## src/rtl/tcw_pkg.sv

```systemverilog
`timescale 1ns / 1ps

package tcw_pkg;

  // Default screen geometry.
  localparam int COLS_DEF = 80;
  localparam int ROWS_DEF = 25;

  // Field widths of the input and result beats.
  localparam int OPCODE_W = 2;
  localparam int CHAR_W   = 8;
  localparam int RROW_W   = 5;
  localparam int RCOL_W   = 7;
  localparam int CELL_W   = 16;
  localparam int OCOL_W   = 7;
  localparam int OROW_W   = 5;
  localparam int ATTR_W   = 8;

  // Widest cursor over the supported geometry range.
  localparam int CUR_COL_W = 7;
  localparam int CUR_ROW_W = 6;

  // Configuration port.
  localparam int CFG_IDX_W  = 2;
  localparam int CFG_DATA_W = 16;
  localparam logic [CFG_IDX_W-1:0] REG_TEXT_ATTR  = 2'd0;
  localparam logic [CFG_IDX_W-1:0] REG_BLANK_CELL = 2'd1;

  // Operation codes.
  localparam logic [OPCODE_W-1:0] OP_PUT   = 2'd0;
  localparam logic [OPCODE_W-1:0] OP_READ  = 2'd1;
  localparam logic [OPCODE_W-1:0] OP_CLEAR = 2'd2;

  // Reset values and special characters.
  localparam logic [ATTR_W-1:0] ATTR_RESET   = 8'h07;
  localparam logic [CELL_W-1:0] BLANK_RESET  = 16'h0720;
  localparam logic [CHAR_W-1:0] NEWLINE_CODE = 8'd10;

  // Command from the sequencer to the cursor unit.
  typedef struct packed {
    logic step;
    logic newline;
  } cur_cmd_t;

  // Cursor position and whether the pending step scrolls.
  typedef struct packed {
    logic [CUR_COL_W-1:0] col;
    logic [CUR_ROW_W-1:0] row;
    logic                 scroll;
  } cur_stat_t;

endpackage

```

## src/rtl/tcw_cursor.sv

```systemverilog
`timescale 1ns / 1ps

module tcw_cursor import tcw_pkg::*; #(
  parameter int COLS = COLS_DEF,
  parameter int ROWS = ROWS_DEF
) (
  input  logic      clk,
  input  logic      rst_n,
  input  cur_cmd_t  cmd,
  output cur_stat_t stat
);

  localparam int CW = $clog2(COLS);
  localparam int RW = $clog2(ROWS);

  logic [CW-1:0] col_r, col_nxt;
  logic [RW-1:0] row_r, row_nxt;
  logic [CW:0]   col_inc;
  logic [RW:0]   row_inc;
  logic          scroll;

  // Advance, wrap at the right edge or on a newline, and clamp to the last row on scroll.
  always_comb begin
    col_inc = {1'b0, col_r} + 1'b1;
    row_inc = {1'b0, row_r} + 1'b1;
    col_nxt = col_r;
    row_nxt = row_r;
    scroll  = 1'b0;
    if (cmd.step) begin
      if (cmd.newline || col_inc == (CW+1)'(COLS)) begin
        col_nxt = '0;
        if (row_inc == (RW+1)'(ROWS)) begin
          row_nxt = RW'(ROWS - 1);
          scroll  = 1'b1;
        end else begin
          row_nxt = row_inc[RW-1:0];
        end
      end else begin
        col_nxt = col_inc[CW-1:0];
      end
    end
  end

  always_ff @(posedge clk) begin
    if (!rst_n) begin
      col_r <= '0;
      row_r <= '0;
    end else begin
      col_r <= col_nxt;
      row_r <= row_nxt;
    end
  end

  assign stat.col    = CUR_COL_W'(col_r);
  assign stat.row    = CUR_ROW_W'(row_r);
  assign stat.scroll = scroll;

endmodule

```

## config.mk

```make
export PLATFORM = sky130hd
export DESIGN_NAME = tcw_cursor
export DESIGN_NICKNAME = d
export VERILOG_FILES = /design/src/rtl/tcw_pkg.sv /design/src/rtl/tcw_cursor.sv
export SDC_FILE = /design/constraint.sdc
export NUM_CORES = 1
export LEC_CHECK = 0
export ABC_AREA = 0
export BUFFER_PORTS_ARGS = -buffer_cell sky130_fd_sc_hd__clkbuf_2
export CORE_MARGIN = 5
export CORE_UTILIZATION = 45
export DETAILED_ROUTE_END_ITERATION = 8
export PLACE_DENSITY = 0.73
export REMOVE_ABC_BUFFERS = 1
export SETUP_SLACK_MARGIN = 0.1
export SLEW_MARGIN = 20
export SYNTH_ARGS = -nofsm -noshare
export SYNTH_HDL_FRONTEND = slang
export SYNTH_SLANG_ARGS = --single-unit
```

## constraint.sdc

```tcl
create_clock -name clk -period 1.8 [get_ports clk]
set_input_delay 0.27 -clock clk [delete_from_list [all_inputs] [get_ports clk]]
set_output_delay 0.27 -clock clk [all_outputs]
set_load 0.02 [all_outputs]
```

Word-level counts from Yosys, hierarchy flattened
Cells that the tools add are included.
{"block": "totals", "elab_cells": 13, "out_inout_bits": 14, "register_bits": 12}
{"block": "op_classes", "eq_ne": 2, "addsub": 2, "muxes": 5, "n_reduce_logical": 2}
{"op": "adder 7 x 1 -> 8 bit, second input constant", "n": 1}
{"op": "equality test 8 x 7 -> 1 bit, second input constant", "n": 1}
{"op": "two-way mux 7 bit", "n": 1}
{"op": "adder 5 x 1 -> 6 bit, second input constant", "n": 1}
{"op": "equality test 6 x 5 -> 1 bit, second input constant", "n": 1}
{"op": "two-way mux 5 bit", "n": 1}
{"op": "two-way mux 1 bit", "n": 3}
{"op": "AND reduction 2 bit", "n": 1}
{"op": "logical OR 1 bit", "n": 1}

Depth between registers and ports, before layout
Gate-level depths: netlist of run 1.
{"block": "depth", "word_depth": 5, "depth_mapped": 6}

Least setup slack after synthesis of run 1
No wires, ideal clock.
{"block": "synth_path", "path_type": "register to output", "from": "reg col_r[0]", "to": "out stat[0] (netlist name)", "arrival_ps": 1358, "stages_incl_launch_ff": 7, "n_path_buf": 1, "path_slack_ps": 172, "cell_sequence": "dfxtp_1 -> ha_1 -> nand4b_1 -> o21bai_2 -> nand2_1 -> nor2_1 -> buf_4"}
{"block": "synth_via", "elab_chain_cells": 5}
{"item": "from (decl)", "line_no": "tcw_cursor.sv:16", "source": "logic [CW-1:0] col_r, col_nxt;"}
{"item": "from (signal assigned)", "line_no": "tcw_cursor.sv:49", "source": "col_r <= col_nxt;"}
{"item": "adder 7 x 1 -> 8 bit", "line_no": "tcw_cursor.sv:24", "source": "col_inc = {1'b0, col_r} + 1'b1;"}
{"item": "equality test 8 x 7 -> 1 bit", "line_no": "tcw_cursor.sv:30", "source": "if (cmd.newline || col_inc == (CW+1)'(COLS)) begin"}
{"item": "logical OR 1 bit", "line_no": "tcw_cursor.sv:30"}
{"item": "two-way mux 1 bit", "line_no": "tcw_cursor.sv:30"}
{"item": "two-way mux 1 bit", "line_no": "tcw_cursor.sv:29", "source": "if (cmd.step) begin"}
{"item": "to (decl)", "line_no": "tcw_cursor.sv:10", "source": "output cur_stat_t stat"}
Every way passes these cells.

==> results of run 1 <==
-- path summary, 6_finish.rpt --
path | start | end | slack (ns) | cells past startpoint
setup / recovery | row_r[0] | stat[0] | 0.1 | 5
hold / removal | cmd[0] | col_r[2] | 0.39 | 4
setup reg to reg | col_r[4] | row_r[1] | 0.31 | 6
hold reg to reg | row_r[3] | row_r[3] | 0.51 | 2
-- through the flow --
stage                     power [mW]  hold WS, ns  std cells  utilization (%)
after floorplan               0.3132       0.3875         84                -
after CTS                     0.5537       0.3814        126            61.53
after global placement        0.3356       0.4929        117            53.73
after global routing          0.5900       0.4102        130            65.83
after detailed placement      0.3376       0.5041        117            53.73
final                         0.5540       0.3899        130            65.83
-- state kept, by name (all words and copies together) (netlist names) --
signal	count
row_r	5
col_r	7
-- kinds of logic (layout without fill, tap and decap cells) --
| logic type | count (synthesis) | after routing | synth area share (%) |
|---|---|---|---|
| buffers and inverters | 7 | 33 | 4.545 |
| AOI/OAI and AO/OA | 18 | 18 | 16.16 |
| xor gates and xnor gates | 1 | 1 | 1.179 |
| adders and majority gates | 3 | 3 | 5.051 |
| other | 1 | 1 | 0.5046 |
| muxes | 4 | 4 | 5.387 |
| DFF | 12 | 12 | 32.32 |
| and+or+nand+nor | 42 | 42 | 34.85 |
-- final cells by class --
type	count	area (µm²)
clock buffer	4	36.28
fill	133	526.8
inverter	3	11.26
multi-input combinational	69	528.0
sequential	12	261.5
tap	16	20.02
timing repair buffer	26	157.7
-- critical path: cells and delay by family, from the launching register on --
| family | cells | cell delay (ns) |
|---|---|---|
| flip-flops | 1 | 0.37 |
| AND/OR/NAND/NOR | 2 | 0.37 |
| adder cells (fa/ha/maj) | 1 | 0.17 |
| buffers and inverters | 1 | 0.14 |
| AO/OA/AOI/OAI | 1 | 0.09 |
-- cell usage after synthesis (2+ instances only) --
cell type | instances | area (µm²)
mux2i_1 | 4 | 40.04
and3_1 | 4 | 25.02
o21a_1 | 3 | 22.52
clkbuf_1 | 2 | 7.510
nor4bb_1 | 2 | 20.02
nand2b_1 | 3 | 18.77
o21ai_0 | 2 | 10.01
buf_4 | 2 | 15.01
nand4_1 | 4 | 25.02
nor2b_1 | 7 | 43.79
a21oi_1 | 6 | 30.03
inv_1 | 3 | 11.26
or2b_1 | 2 | 15.01
and4b_1 | 2 | 20.02
nor3b_1 | 2 | 15.01
ha_1 | 3 | 37.54
o22ai_1 | 2 | 12.51
dfxtp_1 | 12 | 240.2
nand3b_1 | 2 | 15.01
nand2_1 | 10 | 37.54
-- report_power, final --
group / total (mW) / internal [mW] / switching (mW)
Sequential: 0.274 / 0.265 / 0.00896
Clock: 0.210 / 0.123 / 0.0874
Combinational: 0.0691 / 0.0306 / 0.0385
Total: 0.554 / 0.419 / 0.135
-- cell usage in the layout, fill, tap and decap left out, drive strengths merged, types with 3 or more instances in the layout --
master  instances
clkbuf         19
nor2b           7
dfxtp          12
inv             3
nand4           4
ha              3
o21ai           3
a21oi           7
buf            11
and3            4
nand2          10
nand2b          3
mux2i           4
o21a            3
-- timing repair --
| item | in CTS | in global routing |
|---|---|---|
| gates resized for setup | 16 | 7 |
| buffers inserted | 5 | 4 |
| endpoints found under the setup margin | 1 | 1 |
| endpoints found under the hold margin | 0 | 0 |
| pin swaps | 5 | 5 |
| hold buffers | 0 | 0 |
-- layer usage --
layer / wire (µm) / part of all wire, % / vias to the layer above
met5: 0 / 0 / -
met4: 10 / 0.60 / 0
met3: 110 / 6.6 / 3
met2: 763 / 45 / 19
met1: 794 / 47 / 346
li1: - / - / 365
==> metrics.txt, run 1 <==
outcome complete, no violations; Lkg Pwr 0.4307 nW; Core Area 1541 µm²; Root Driver clkbuf_4; wire per inst 12.91 µm; Seq/Total Area, Yosys 32.32%; GRT met1 Usage 17.52%; TritonCTS Buffers 3; Setup TNS 0 ns; ys flop type dfxtp_1; EDFF count, synth 0; worst path cell trace ha_4, nor4bb_4, a2bb2oi_2, nor2_1, buf_4; Tot GR Track Use 13.41%; CTS Sinks 12; maximum fanout along the worst path 6; # DRC 0; CP max stage delay 0.37 ns; Critical Path Start Type flip-flop; total grt overflow 0; vias per inst 5.638; RSZ-0062 raised after global routing true; # H-tree levels 1; fin area 1015 µm²; met2 Use GR 20.04%; DRT iter0 DRCs 7; Final Net Count 122; FFs w/ async S/R, synth 0%; 1st-pass router iterations 4; largest net degree at the start of global routing 17; initial antenna violation count 0; clk slew on worst S/H paths 0.07 ns; Routed Wire Length 1678 µm; ANT cells 0; Max Cap Viol 0; total I/O pin count 18; Critical Path RT 1.53 ns; syn_area_per_cell 8.446 µm²; Final WS setup 0.09864 ns; Die W 50.64 µm; Yosys reg bits 12; post-layout minimum cycle time 1.701 ns; CP arrival 1.43 ns; pwr dens 545.9 nW/µm²; Post-Place Setup Slack 0.1578 ns; share of layout cells above drive strength 1 39.47%; # port buffers 16; clk_lat worst skew 0.27 ns; Max VDD drop 0.4065 mV; Worst setup EP type output port; Placed Instance Area 828.3 µm²; vias in the first global route 636; CTS tree done; buffers from clock root to sink, at most 2; Unique masters post-synth 31; Via Count 733; DP HPWL 1132 µm; Synth-to-Final Area Change 36.53%; Hold Path Class input pin to flip-flop; Final Hold Fails 0; Syn Std Cell Area 743.2 µm²; CP Class flip-flop to output port; Placer Congestion 0.7912; Final ANT Viol Nets 0; die extent in y 50.64 µm; Initial Utilization 48.21%; fmax 587.8 MHz; routing usage on met3 6.509%; die footprint 2564 µm²; Synth Instances 88; Slew Limit Fails 0; # rows 14; setup violators final 0; clk_skew 0.003675 ns; GRT busiest layer met2; slowest library cell on the worst path dfxtp_4; final worst-path cycle share 94.52%; Ys Warns 0; first-pass GRT wire length 2746 µm
(Power assumes the default switching activity.)
==> run 2, diff against run 1 <==
--- a/config.mk
+++ b/config.mk
@@ -12,7 +12,7 @@
 export DETAILED_ROUTE_END_ITERATION = 8
 export PLACE_DENSITY = 0.73
 export REMOVE_ABC_BUFFERS = 1
-export SETUP_SLACK_MARGIN = 0.1
+export SETUP_SLACK_MARGIN = 0.05
 export SLEW_MARGIN = 20
 export SYNTH_ARGS = -nofsm -noshare
 export SYNTH_HDL_FRONTEND = slang
==> run 2 against run 1 <==
Clock skew decreased by 0.0015 ns; sequential power about the same; maximum frequency decreased by 0.16%; first-iteration DRC count is 71% higher; count of clock-buffer cells in the layout unchanged; clock power shrank 2%; largest power group unchanged.
==> metrics.txt, run 2 (synthesis results as in run 1) <==
number of cells on the worst hold path 4 (unchanged); most frequent cells in the layout clkbuf_2 (15), nand2_1 (10), buf_4 (9); ANT cells 0 (unchanged); clk_skew 0.002213 ns (-0.001462 ns); 1st-pass router iterations 4 (unchanged); Critical Path RT 1.53 ns (about the same); Final Net Count 120 (-1.6%); Core Area 1541 µm² (unchanged); # DRC 0 (unchanged); Placer Congestion 0.7912 (unchanged); wire per inst 12.92 µm (+0.11%); CP max stage delay 0.37 ns (about the same); first-pass GRT wire length 2684 µm (-2.3%); worst path bufs/invs 2 (+1); met1 WL 755 µm (-4.9%); vias per inst 5.656 (+0.32%); Initial Utilization 48.21% (unchanged); # port buffers 16 (unchanged); pwr dens 551.7 nW/µm² (+1.0%); slowest library cell on the worst path dfxtp_4; clk_lat worst skew 0.27 ns (about the same); setup violators final 0 (unchanged); post-layout minimum cycle time 1.704 ns (+0.002743 ns); met3 wire len 99 µm (-10%); Worst setup EP type output port; Tot GR Track Use 13.11% (-0.30 points); largest net degree at the start of global routing 17 (unchanged); Final Hold Fails 0 (unchanged); vias in the first global route 631 (-0.79%); Slew Limit Fails 0 (unchanged); Max VDD drop 0.4007 mV (-1.4%); Root Driver clkbuf_4; # rows 14 (unchanged); maximum fanout along the worst path 6 (unchanged); Max Cap Viol 0 (unchanged); Crit path max-delay family flip-flops; DRT iter0 DRCs 12 (+5); final worst-path cycle share 94.67% (+0.15 points); commonest non-fill, non-tap cell in the layout clkbuf_2; CP arrival 1.43 ns (about the same); outcome complete, no violations; Hold Slack 0.3973 ns (+0.007376 ns); Hold Path Class input pin to flip-flop; Critical Path Start Type flip-flop; share of layout cells above drive strength 1 37.50% (-2.0 points); buffers from clock root to sink, at most 2 (unchanged); TritonCTS Buffers 3 (unchanged); post-layout util 64.04% (-1.8 points); Die W 50.64 µm (unchanged); clk slew on worst S/H paths 0.07 ns (about the same); Lkg Pwr 0.4186 nW (-2.8%); largest registers col_r (7), row_r (5); total grt overflow 0 (unchanged); CTS tree done; stages on the worst setup path 6 (+1); top layer in use met3; CTS Sinks 12 (unchanged); initial antenna violation count 0 (unchanged); Final ANT Viol Nets 0 (unchanged); die footprint 2564 µm² (unchanged); Synth-to-Final Area Change 32.83%; die extent in y 50.64 µm (unchanged); Worst Reg-to-Reg Cells 6 (unchanged); Multi-input gate area 515.5 µm² (-2.4%); DP HPWL 1132 µm (unchanged); # H-tree levels 1 (unchanged); RSZ-0062 raised after global routing true; max FFs per register 7 (unchanged); CP Class flip-flop to output port; fmax 586.8 MHz (-0.16%); WL met2 798 µm (+4.6%); Routed Wire Length 1654 µm (-1.4%); total I/O pin count 18 (unchanged); Biggest register col_r; sequential cell area 261.5 µm² (unchanged); Via Count 724 (-1.2%); worst path cell trace inv_1, ha_1, nand3_1, a2bb2oi_2, nor2_1, buf_4; filler cell count 137 (+3.0%)
==> run 2: changes by cell type in the layout (fill, tap and decap cells not counted), sizes merged <==
| cell | before | now |
|---|---|---|
| buf | 11 | 9 |
==> run 2: through the flow <==
step	worst slack [ns]	total power, mW	instance area, µm²	std cells	TNS, ns
global placement	0.2059	0.3356	828.3	117	0
finish	0.09589	0.5446	987.2	128	0
global route	-0.01002	0.5821	987.2	128	-0.01002
floorplan	0.1072	0.3132	720.7	84	0
CTS	0.05077	0.5533	933.4	124	0
detailed placement	0.1578	0.3376	828.3	117	0
==> run 2: final cells by class <==
type	count	share of cell area (%)
multi-input combinational	69	52.22
timing repair buffer	24	14.45
sequential	12	26.49
clock buffer	4	3.676
tap	16	2.028
inverter	3	1.141
==> run 2: final timing paths <==
path	start	endpoint	slack (ns)
hold / removal	cmd[0]	col_r[2]	0.40
setup reg to reg	col_r[4]	row_r[1]	0.28
hold reg to reg	row_r[3]	row_r[3]	0.51
setup / recovery	row_r[0]	stat[0]	0.1
==> run 2: tightest hold or removal path: stages <==
cell and delay, ns:
clkbuf_2 0.13, nor4bb_1 0.06, a21oi_1 0.11, nor2b_1 0.05
==> run 2: where the power goes <==
part           switching [mW]  internal [mW]  total (mW)
logic                  0.0369         0.0278      0.0647
clock network          0.0828          0.123       0.206
registers             0.00874          0.265       0.274
==> run 2: timing repair <==
action                                  4_1_cts  5_1_grt
resized for setup                            16        5
setup buffers                                 3        4
hold buffers                                  0        0
endpoints found under the setup margin        1        1
pin swaps                                     5        4
==> run 2: layer usage <==
layer  up-vias  GRT usage [%]
met5         -              0
met4         0          2.553
met3         0          6.509
met2        18          19.83
met1       346          16.81
li1        360              -
